`src/rtl/http_byte_range_parser_assert.svh`:
```
// assertion helpers for the range parser, sampled on clk and held off during rst
`ifndef HTTP_BYTE_RANGE_PARSER_ASSERT_SVH
`define HTTP_BYTE_RANGE_PARSER_ASSERT_SVH

// condition implies property in the same cycle
`define HBR_ASSERT_NOW(label, cond, prop, msg) \
  label: assert property (@(posedge clk) disable iff (rst) (cond) |-> (prop)) \
    else $error(msg);

// condition implies property in the next cycle
`define HBR_ASSERT_NEXT(label, cond, prop, msg) \
  label: assert property (@(posedge clk) disable iff (rst) (cond) |=> (prop)) \
    else $error(msg);

`endif

```
`src/rtl/hbr_pkg.sv`:
```
package hbr_pkg;

  // width of the object length port and of the result offsets
  localparam int OBJ_W = 40;
  localparam int OUT_W = 40;

  localparam int PREFIX_LEN = 6;

  localparam logic [7:0] CH_ZERO = 8'h30;
  localparam logic [7:0] CH_NINE = 8'h39;
  localparam logic [7:0] CH_DASH = 8'h2d;

  // parse phase, one-hot
  typedef enum logic [2:0] {
    PH_PREFIX = 3'b001,
    PH_START  = 3'b010,
    PH_END    = 3'b100
  } phase_t;

  // expected character of the "bytes=" prefix at a given position
  function automatic logic [7:0] prefix_char(input logic [2:0] idx);
    logic [7:0] c;
    case (idx)
      3'd0: c = 8'h62;    // b
      3'd1: c = 8'h79;    // y
      3'd2: c = 8'h74;    // t
      3'd3: c = 8'h65;    // e
      3'd4: c = 8'h73;    // s
      3'd5: c = 8'h3d;    // =
      default: c = 8'h00;
    endcase
    return c;
  endfunction

endpackage

```
`src/rtl/http_byte_range_parser.sv`:
```
// an accepted transaction is held in the input register and parsed from there; an end item's
//   result is loaded into the result register and offered on out_valid from then on
// throughput: one character per cycle, limited only by the end item needing a free result slot
// reset (rst, synchronous, active high): empties both stages, parse returns to the prefix
//   phase with all totals and the held object length at zero
module http_byte_range_parser
  import hbr_pkg::*;
#(
  parameter int LEN_BITS = 40
) (
  input  logic             clk,
  input  logic             rst,
  input  logic             in_valid,
  output logic             in_ready,
  input  logic [7:0]       ch,
  input  logic             is_end,
  input  logic             first,
  input  logic [OBJ_W-1:0] obj_len,
  output logic             out_valid,
  input  logic             out_ready,
  output logic             valid_res,
  output logic [OUT_W-1:0] range_low,
  output logic [OUT_W-1:0] range_high,
  output logic [OUT_W-1:0] part_length
);

`include "http_byte_range_parser_assert.svh"

  // totals carry four extra bits so that acc*10+d never wraps before the saturation check
  localparam int ACC_W = LEN_BITS + 4;
  localparam logic [LEN_BITS-1:0] LEN_MAX = '1;
  localparam logic [LEN_BITS-1:0] LEN_ONE = LEN_BITS'(1);

  // input stage
  logic                hold_valid;
  logic [7:0]          hold_ch;
  logic                hold_end;
  logic                hold_first;
  logic [LEN_BITS-1:0] hold_len;

  // parse state
  phase_t              phase;
  logic [2:0]          prefix_index;
  logic [LEN_BITS-1:0] start_total;
  logic [LEN_BITS-1:0] end_total;
  logic                has_start;
  logic                has_end;
  logic                failed;
  logic [LEN_BITS-1:0] length_held;

  // result register
  logic                res_ok;
  logic [LEN_BITS-1:0] res_lo;
  logic [LEN_BITS-1:0] res_hi;
  logic [LEN_BITS-1:0] res_part;

  // state as seen by this character (after a restart on first)
  phase_t              ph_cur;
  logic [2:0]          pidx_cur;
  logic [LEN_BITS-1:0] st_cur;
  logic [LEN_BITS-1:0] en_cur;
  logic                hs_cur;
  logic                he_cur;
  logic                fl_cur;
  logic [LEN_BITS-1:0] len_cur;

  phase_t              phase_next;
  logic [2:0]          prefix_index_next;
  logic [LEN_BITS-1:0] start_total_next;
  logic [LEN_BITS-1:0] end_total_next;
  logic                has_start_next;
  logic                has_end_next;
  logic                failed_next;

  logic                is_digit;
  logic [3:0]          dval;
  logic [ACC_W-1:0]    st_mul;
  logic [ACC_W-1:0]    en_mul;
  logic [LEN_BITS-1:0] st_sat;
  logic [LEN_BITS-1:0] en_sat;

  logic [LEN_BITS-1:0] hi_max;
  logic [LEN_BITS-1:0] lo_sfx;
  logic [LEN_BITS-1:0] lo_sel;
  logic [LEN_BITS-1:0] hi_sel;
  logic [LEN_BITS-1:0] part_sel;
  logic                form_ok;
  logic                ok_sel;

  logic                out_free;
  logic                step_go;

  // the result slot is free when empty or being drained this cycle
  assign out_free = !out_valid || out_ready;
  // a character moves on at once; an end item waits for the result slot
  assign step_go  = hold_valid && (!hold_end || out_free);
  assign in_ready = !hold_valid || step_go;

  // input register
  always_ff @(posedge clk) begin
    if (rst) begin
      hold_valid <= 1'b0;
    end else if (in_ready) begin
      hold_valid <= in_valid;
    end
  end

  always_ff @(posedge clk) begin
    if (in_valid && in_ready) begin
      hold_ch    <= ch;
      hold_end   <= is_end;
      hold_first <= first;
      hold_len   <= LEN_BITS'(obj_len);
    end
  end

  // first restarts the parse and samples the length before the character is used
  always_comb begin
    ph_cur   = phase;
    pidx_cur = prefix_index;
    st_cur   = start_total;
    en_cur   = end_total;
    hs_cur   = has_start;
    he_cur   = has_end;
    fl_cur   = failed;
    len_cur  = length_held;
    if (hold_first) begin
      ph_cur   = PH_PREFIX;
      pidx_cur = 3'd0;
      st_cur   = '0;
      en_cur   = '0;
      hs_cur   = 1'b0;
      he_cur   = 1'b0;
      fl_cur   = 1'b0;
      len_cur  = hold_len;
    end
  end

  // decimal accumulate, saturating at the top of the length range
  assign is_digit = (hold_ch >= CH_ZERO) && (hold_ch <= CH_NINE);
  assign dval     = 4'(hold_ch - CH_ZERO);
  assign st_mul   = ACC_W'({st_cur, 3'b000}) + ACC_W'({st_cur, 1'b0}) + ACC_W'(dval);
  assign en_mul   = ACC_W'({en_cur, 3'b000}) + ACC_W'({en_cur, 1'b0}) + ACC_W'(dval);
  assign st_sat   = (|st_mul[ACC_W-1:LEN_BITS]) ? LEN_MAX : st_mul[LEN_BITS-1:0];
  assign en_sat   = (|en_mul[ACC_W-1:LEN_BITS]) ? LEN_MAX : en_mul[LEN_BITS-1:0];

  // grammar step for one character
  always_comb begin
    phase_next        = ph_cur;
    prefix_index_next = pidx_cur;
    start_total_next  = st_cur;
    end_total_next    = en_cur;
    has_start_next    = hs_cur;
    has_end_next      = he_cur;
    failed_next       = fl_cur;
    if (hold_end) begin
      // end of header: back to the prefix phase, held length kept
      phase_next        = PH_PREFIX;
      prefix_index_next = 3'd0;
      start_total_next  = '0;
      end_total_next    = '0;
      has_start_next    = 1'b0;
      has_end_next      = 1'b0;
      failed_next       = 1'b0;
    end else if (!fl_cur) begin
      case (ph_cur)
        PH_PREFIX: begin
          if (pidx_cur >= 3'(PREFIX_LEN) || hold_ch != prefix_char(pidx_cur)) begin
            failed_next = 1'b1;
          end else begin
            prefix_index_next = pidx_cur + 3'd1;
            if (pidx_cur == 3'(PREFIX_LEN - 1)) begin
              phase_next = PH_START;
            end
          end
        end
        PH_START: begin
          if (is_digit) begin
            start_total_next = st_sat;
            has_start_next   = 1'b1;
          end else if (hold_ch == CH_DASH) begin
            // a start at or past the object end is unsatisfiable
            if (st_cur >= len_cur) begin
              failed_next = 1'b1;
            end else begin
              phase_next = PH_END;
            end
          end else begin
            failed_next = 1'b1;
          end
        end
        PH_END: begin
          if (is_digit) begin
            end_total_next = en_sat;
            has_end_next   = 1'b1;
          end else begin
            failed_next = 1'b1;
          end
        end
        default: begin
          failed_next = 1'b1;
        end
      endcase
    end
  end

  // range forming on the end item
  assign form_ok  = !fl_cur && (ph_cur == PH_END) && (len_cur != '0) && (hs_cur || he_cur);
  assign hi_max   = len_cur - LEN_ONE;
  // suffix form: last N bytes, a suffix longer than the object starts at zero
  assign lo_sfx   = (en_cur >= len_cur) ? '0 : (len_cur - en_cur);
  assign lo_sel   = hs_cur ? st_cur : lo_sfx;
  // closed form: end clamped to the last byte
  assign hi_sel   = (hs_cur && he_cur && (en_cur < hi_max)) ? en_cur : hi_max;
  assign part_sel = hi_sel - lo_sel + LEN_ONE;
  assign ok_sel   = form_ok && !(lo_sel > hi_sel);

  // parse state registers
  always_ff @(posedge clk) begin
    if (rst) begin
      phase        <= PH_PREFIX;
      prefix_index <= 3'd0;
      start_total  <= '0;
      end_total    <= '0;
      has_start    <= 1'b0;
      has_end      <= 1'b0;
      failed       <= 1'b0;
      length_held  <= '0;
    end else if (step_go) begin
      phase        <= phase_next;
      prefix_index <= prefix_index_next;
      start_total  <= start_total_next;
      end_total    <= end_total_next;
      has_start    <= has_start_next;
      has_end      <= has_end_next;
      failed       <= failed_next;
      length_held  <= len_cur;
    end
  end

  // result register, loaded only by an end item
  always_ff @(posedge clk) begin
    if (rst) begin
      out_valid <= 1'b0;
    end else if (step_go && hold_end) begin
      out_valid <= 1'b1;
    end else if (out_ready) begin
      out_valid <= 1'b0;
    end
  end

  always_ff @(posedge clk) begin
    if (step_go && hold_end) begin
      res_ok   <= ok_sel;
      res_lo   <= ok_sel ? lo_sel : '0;
      res_hi   <= ok_sel ? hi_sel : '0;
      res_part <= ok_sel ? part_sel : '0;
    end
  end

  assign valid_res   = res_ok;
  assign range_low   = OUT_W'(res_lo);
  assign range_high  = OUT_W'(res_hi);
  assign part_length = OUT_W'(res_part);

  // a reported range is never inverted
  `HBR_ASSERT_NOW(a_range_order, out_valid && res_ok, res_lo <= res_hi, "range low above high")

  // a rejected range reports all zero
  `HBR_ASSERT_NOW(a_reject_zero, out_valid && !res_ok,
                  res_lo == '0 && res_hi == '0 && res_part == '0, "rejected range not zero")

  // an end item that moves on always leaves a result and a clean parse behind
  `HBR_ASSERT_NEXT(a_end_result, step_go && hold_end,
                   out_valid && phase == PH_PREFIX && prefix_index == 3'd0 && !failed,
                   "end item without result or parse restart")

  // the end digits are only ever reached through a matched prefix and a dash
  `HBR_ASSERT_NOW(a_end_phase, phase == PH_END, prefix_index == 3'(PREFIX_LEN),
                  "end phase without full prefix")

endmodule

```
`config.mk`:
```
export PLATFORM = sky130hd
export DESIGN_NAME = http_byte_range_parser
export DESIGN_NICKNAME = d
export VERILOG_FILES = /design/src/rtl/hbr_pkg.sv /design/src/rtl/http_byte_range_parser.sv
export VERILOG_INCLUDE_DIRS = /design/src /design/src/rtl
export SDC_FILE = /design/constraint.sdc
export NUM_CORES = 1
export LEC_CHECK = 0
export BUFFER_PORTS_ARGS = -buffer_cell sky130_fd_sc_hd__buf_4
export CAP_MARGIN = 0
export CORE_UTILIZATION = 50
export CTS_CLUSTER_SIZE = 30
export DETAILED_ROUTE_END_ITERATION = 8
export PLACE_DENSITY = 0.68
export SLEW_MARGIN = 40
export SYNTH_ARGS = -nofsm -noshare
export SYNTH_HDL_FRONTEND = slang
export SYNTH_SLANG_ARGS = --single-unit
```
`constraint.sdc`:
```
create_clock -name clk -period 9.7 [get_ports clk]
set_clock_uncertainty 0.15 [all_clocks]
set_input_delay 0.485 -clock clk [delete_from_list [all_inputs] [get_ports clk]]
set_output_delay 0.485 -clock clk [all_outputs]
set_load 0.01 [all_outputs]
```
==> results of run 1 <==
stage by stage:
step / std cells / setup WS (ns) / hold slack [ns] / cell area, um2
2_1_floorplan: 3217 / 1.01 / 0.265 / 27600
3_3_place_gp: 3998 / 0.635 / 0.275 / 29600
3_5_place_dp: 3998 / 0.529 / 0.283 / 29600
4_1_cts: 4113 / 0.519 / 0.00257 / 31300
5_1_grt: 4118 / 0.0863 / 0.00420 / 31400
6_report: 4118 / 0.508 / 0.00978 / 31400
power groups by stage:
stage | Clock [mW] | Combinational, mW | Sequential (mW)
floorplan | 0 | 0.989 | 1.42
detailed placement | 0 | 1.36 | 1.43
global placement | 0 | 1.34 | 1.43
finish | 1.41 | 1.42 | 1.40
CTS | 1.43 | 1.38 | 1.40
global route | 1.48 | 1.54 | 1.40
Yosys cell counts, types with 33 or more instances:
| cell type | n |
|---|---|
| nand4_1 | 51 |
| inv_1 | 196 |
| xnor2_1 | 110 |
| a21oi_1 | 240 |
| mux2i_1 | 40 |
| nor3_1 | 76 |
| nand2_1 | 288 |
| nor2b_1 | 71 |
| nand3_1 | 54 |
| mux2_2 | 39 |
| edfxtp_1 | 171 |
| a211oi_1 | 70 |
| xor2_1 | 69 |
| a22o_1 | 33 |
| nor2_1 | 258 |
| clkbuf_1 | 88 |
| a21o_1 | 99 |
| and2_1 | 55 |
| ha_1 | 400 |
| dfxtp_1 | 131 |
| o21ai_0 | 201 |
repair_timing:
action	4_1_cts	5_1_grt
hold buffers	49	0
setup buffers	0	3
endpoints found under the setup margin	0	4
hold endpoints to repair	49	0
resized for setup	0	1
area by class of cell:
| class | count | area (um2) | area share [%] |
|---|---|---|---|
| sequential | 302 | 7760 | 24.7 |
| clock buffer | 40 | 947 | 3.02 |
| multi-input combinational | 2574 | 18500 | 59.0 |
| clock inverter | 26 | 254 | 0.809 |
| timing repair buffer | 282 | 2300 | 7.34 |
| tap | 696 | 871 | 2.78 |
| inverter | 198 | 743 | 2.37 |
worst max-delay path by stage:
stage / from / end / slack (ns) / cells after the start
2_1_floorplan: hold_first$_DFFE_PP_ / part_length[35]$_SDFFCE_PN0P_ / 1.01 / 41
3_3_place_gp: hold_first$_DFFE_PP_ / part_length[38]$_SDFFCE_PN0P_ / 0.63 / 27
3_5_place_dp: hold_first$_DFFE_PP_ / part_length[38]$_SDFFCE_PN0P_ / 0.53 / 27
4_1_cts: hold_first$_DFFE_PP_ / part_length[38]$_SDFFCE_PN0P_ / 0.52 / 27
5_1_grt: hold_first$_DFFE_PP_ / part_length[38]$_SDFFCE_PN0P_ / 0.09 / 32
6_report: hold_first$_DFFE_PP_ / part_length[38]$_SDFFCE_PN0P_ / 0.51 / 33
sequential cells by signal (all words and copies together), names as in the netlist, 3 cells and up:
register / count
part_length: 40
start_total: 40
prefix_index: 3
length_held: 40
hold_len: 40
hold_ch: 8
phase: 3
range_low: 40
end_total: 40
range_high: 40
per-layer routing:
metal  vias to the layer above  routed length [um]  GRT usage [%]
met4                         0                2760           10.2
met5                         -                   0              0
met3                       157                8290           5.61
met2                      1135               44600           55.1
li1                      12100                   -              -
met1                     12500               42900           46.2
cells by family after synthesis:
logic type,synth area share [%]
buffers and inverters,5.28
xor gates and xnor gates,5.67
muxes,3.37
AOI/OAI and AO/OA,22.1
DFF,28.1
adders and majority gates,18.5
and+or+nand+nor,16.9
==> flow_summary.yaml, run 1 <==
run_status:
  run_status: "completed"
pwr:
  clock_power_share_pct: 33.4
  power.switching_mw: 1.47
  power_per_cell_area_mw_per_mm2: 135
  comb_power_share_pct: 33.5
  power_frac_seq_pct: 33.2
  internal_power_mw: 2.76
  total_power_mw: 4.23
  max-vdd-ir-drop_uv: 141
  leakage_nw: 14.7
  netSwitchingFraction_pct: 34.8
floorplan:
  placementRows: 85
  core_region_area_mm2: 0.0542
  starting_utilization_of_the_core_area_pct: 50.9
  boundaryPins: 177
  floorplan.die_area_mm2: 0.0562
  die_width_um: 237
  fp.dieH_um: 237
critical_path:
  worstPathBufferInverterCount: 4
  timing.rr.end: "part_length[38]$_SDFFCE_PN0P_"
  cp-end-kind: "flip-flop"
  rrSetupSlack_ns: 0.51
  critPathRequiredTime_ns: 9.85
  setup.worst_path.start_class: "flip-flop"
  timing.critical_path.max_delay_family: "compound AO/OA/AOI/OAI gates"
  timing_worst_setup_path_type: "flip-flop to flip-flop"
  critical_path.max_stage_delay_ns: 0.56
  r2r_start: "hold_first$_DFFE_PP_"
  cp.arrival_ns: 9.34
  crit_fanout: 28
  worst_r2r_path_depth: 33
  slowest_stage: "edfxtp_1"
global_route:
  grt.total_usage_pct: 34.0
  global_route_wire_length_before_repair_um: 146000
  initial_antenna_violation_count: 0
  via_count_of_the_first_global_routing_pass: 24700
  grt.overflow.total: 0
  grt_start_max_net_pins: 89
synthesis:
  number_of_enable_flip_flop_cells_after_synthesis: 171
  share_of_yosys_cell_area_claimed_by_the_top_area_cell_type_pct: 18.6
  netlist.top_cell.by_area: "edfxtp_1"
  synth_cells: 3217
  synthesis.area_per_instance_um2: 8.59
  synth_ff_type: "edfxtp_1"
  yosys_warnings: 0
  synth.top_cells.by_area: "edfxtp_1 19%, ha_1 18%, dfxtp_1 9.5%"
  synth_nets: 3677
  ys_seq_elements: 302
  ys_seq_area_share_pct: 28.1
  synth_cell_type_count: 98
  asyncSetResetFlopFracSynth_pct: 0
  synth.cell_area_mm2: 0.0276
timing:
  finalHoldViolations: 0
  worst_slew_pin_slew_ns: 0.936
  maxClockFrequency_mhz: 109
  grt_setup_unrepaired: "no"
  slew-limit-headroom_pct: 37.5
  setup-tns-final_ns: 0
  final.min_clock_period_ns: 9.19
  report.final.slew_viol_count: 0
  final.period_utilization_pct: 94.8
  finalSetupViolations: 0
min_path:
  min_from: "first"
  holdPathEnd: "hold_first$_DFFE_PP_"
  hold_depth: 1
  hold_class: "primary input to flip-flop"
placed_design:
  gp_congestion: 1.02
  io_buffer_count: 176
  dp_hpwl_um: 77800
clocking:
  cts-buffers-inserted: 37
  tritoncts_clock_tree: "done"
  path_clk_slew_ns: 0.06
  clock_path_buffers: 3
  clock_sinks: 302
  worst_skew_pair.late_latency_ns: 0.57
  clk_root_buffer_cell: "clkbuf_16"
  cts_htree_levels: 2
layout:
  drive_above_1_share_pct: 11.4
  nFillCells: 4860
  commonest_non_fill_non_tap_cell_in_the_layout: "ha_1"
  layout.nets: 3855
  final_cell_mix: "400 x ha_1, 288 x nand2_1, 257 x nor2_1"
  antennaDiodeCount: 0
  post-route-util_pct: 57.9
  area_growth_syn_to_layout_pct: 13.6
drt:
  detail_route.vias_per_cell: 6.31
  antenna_violating_nets_post_route: 0
  via_count: 26000
  drt_drc_violations_left: 0
  firstDrtPassIters: 8
  drt_iter0_markers: 2387
  detailed_route_wl_um: 98500
  wl_per_cell_um: 23.9
flow_run:
  max_cap_viol_count: 0
Power figures use the tool's default switching activity.
==> run 2: changes to the inputs <==
CELL_PAD_IN_SITES_DETAIL_PLACEMENT = 1   (was unset)
CELL_PAD_IN_SITES_GLOBAL_PLACEMENT = 2   (was unset)
CORE_UTILIZATION = 39   (was 50)
PLACE_DENSITY = unset   (was 0.68)
PLACE_DENSITY_LB_ADDON = 0.1   (was unset)
==> flow_summary.yaml, run 2 (synthesis results as in run 1) <==
clocking:
  clock_path_buffers: 3
  worst_skew_pair.late_latency_ns: 0.58
  tritoncts_clock_tree: "done"
  clock_sinks: 302
  path_clk_slew_ns: 0.07
  cts_htree_levels: 2
  clk_root_buffer_cell: "clkbuf_16"
  cts-buffers-inserted: 37
critical_path:
  slowest_stage: "or4_1"
  crit_fanout: 46
  worst_setup_path_endpoint: "part_length[35]$_SDFFCE_PN0P_"
  timing.critical_path.max_delay_family: "compound AO/OA/AOI/OAI gates"
  cp-end-kind: "flip-flop"
  rrSetupSlack_ns: 0.41
  timing_worst_setup_path_type: "flip-flop to flip-flop"
  critPathRequiredTime_ns: 9.99
  setup.worst_path.start_class: "flip-flop"
  instance_count_on_the_critical_path: 32
  worst_r2r_path_depth: 32
  worstPathBufferInverterCount: 3
  timing.rr.end: "part_length[35]$_SDFFCE_PN0P_"
  cp.arrival_ns: 9.58
  r2r_start: "hold_first$_DFFE_PP_"
  first_element_of_the_critical_path: "hold_first$_DFFE_PP_"
  critical_path.max_stage_delay_ns: 0.75
min_path:
  hold_class: "primary input to flip-flop"
floorplan:
  starting_utilization_of_the_core_area_pct: 39.5
  die_width_um: 268
  fp.dieH_um: 268
  boundaryPins: 177
  floorplan.die_area_mm2: 0.0719
  placementRows: 97
  core_region_area_mm2: 0.0700
global_route:
  grt.overflow.total: 0
  global_route_wire_length_before_repair_um: 163000
  initial_antenna_violation_count: 0
  via_count_of_the_first_global_routing_pass: 26600
  grt.total_usage_pct: 29.9
  grt_start_max_net_pins: 79
drt:
  detail_route.vias_per_cell: 5.85
  route.met2.wl_um: 50900
  met1_length_um: 50500
  drt_drc_violations_left: 0
  highest-signal-layer: "met4"
  detailed_route_wl_um: 109000
  met3_wirelength_um: 4310
  via_count: 25600
  firstDrtPassIters: 5
  wl_per_cell_um: 24.9
  drt_iter0_markers: 1634
  antenna_violating_nets_post_route: 0
layout:
  layout.nets: 3868
  drive_above_1_share_pct: 11.8
  antennaDiodeCount: 0
  seq_area_mm2: 0.00776
  final_cell_mix: "400 x ha_1, 288 x nand2_1, 256 x nor2_1"
  multiInputGateArea_mm2: 0.0185
  nFillCells: 8229
  post-route-util_pct: 45.4
  area_growth_syn_to_layout_pct: 15.2
  instances_no_fill: 4374
  commonest_non_fill_non_tap_cell_in_the_layout: "ha_1"
timing:
  worst_slew_pin_slew_ns: 0.942
  maxClockFrequency_mhz: 108
  finalSetupViolations: 0
  final.period_utilization_pct: 95.7
  report.final.slew_viol_count: 0
  grt_setup_unrepaired: "no"
  setup-tns-final_ns: 0
  final.min_clock_period_ns: 9.29
  finalHoldViolations: 0
  slew-limit-headroom_pct: 36.2
placed_design:
  dp_hpwl_um: 87700
  gp_congestion: 0.918
  total_placed_cells_including_tap_cells: 4252
  io_buffer_count: 176
pwr:
  total_power_mw: 4.38
  leakage_nw: 14.7
  max-vdd-ir-drop_uv: 95.5
  power_per_cell_area_mw_per_mm2: 138
run_status:
  run_status: "completed"
flow_run:
  max_cap_viol_count: 0
## run 2: changes by cell type in the layout (fill, tap and decap cells not counted), moves of 2 or more
cell / delta
clkinvlp_4: +3
buf_12: -2
mux2i_2: +2
clkbuf_16: +2
buf_4: +15
clkinv_1: -3
mux2i_1: -2
clkbuf_1: +2
clkinv_2: -3
## run 2: timing repair
action | 4_1_cts | 5_1_grt
hold buffers | 50 | 0
endpoints found under the setup margin | 0 | 26
resized for setup | 0 | 4
buffers inserted | 0 | 7
hold endpoints to repair | 50 | 0
## run 2: metal layers
metal / vias up / global-route usage [%]
met4: 0 / 9.27
met1: 12700 / 40.5
met5: - / 0
met3: 144 / 2.79
li1: 12100 / -
met2: 608 / 49.9
## run 2: worst min-delay path by stage
stage	from	endpoint	slack, ns	depth (start not counted)
2_1_floorplan	end_total[5]$_SDFFE_PP0P_	end_total[5]$_SDFFE_PP0P_	0.27	2
3_3_place_gp	start_total[4]$_SDFFE_PP0P_	start_total[4]$_SDFFE_PP0P_	0.28	1
3_5_place_dp	start_total[10]$_SDFFE_PP0P_	start_total[10]$_SDFFE_PP0P_	0.28	1
4_1_cts	in_valid	hold_valid$_SDFFE_PP0N_	0.06	3
5_1_grt	in_valid	hold_valid$_SDFFE_PP0N_	0.11	3
6_report	in_valid	hold_valid$_SDFFE_PP0N_	0.09	3
## run 2: worst register-to-register path: cells and delay by family, from the launching register on
family,cells,cell delay [ns]
AO/OA/AOI/OAI,15,3.54
AND/OR/NAND/NOR,8,2.58
adder cells (fa/ha/maj),4,1.20
flip-flops,1,0.53
buffers and inverters,3,0.45
multiplexers,1,0.45
XOR/XNOR,1,0.27
## run 2: where the power goes
part	switching, mW	internal (mW)
Combinational	0.916	0.574
Clock	0.601	0.884
Sequential	0.0259	1.38
## run 2: per-stage QoR
stage          cell area [um2]  hold slack [ns]  worst slack (ns)
2_1_floorplan            27600            0.265              1.01
5_1_grt                  31800            0.107           0.00967
4_1_cts                  31800           0.0573             0.355
6_report                 31800           0.0922             0.414
3_5_place_dp             30000            0.282             0.374
3_3_place_gp             30000            0.275             0.592
## run 2: area by class of cell
cell class,instances,share of cell area [%]
clock buffer,45,3.20
clock inverter,20,0.778
inverter,198,2.34
multi-input combinational,2574,58.2
sequential,302,24.4
tap,940,3.70
timing repair buffer,295,7.45
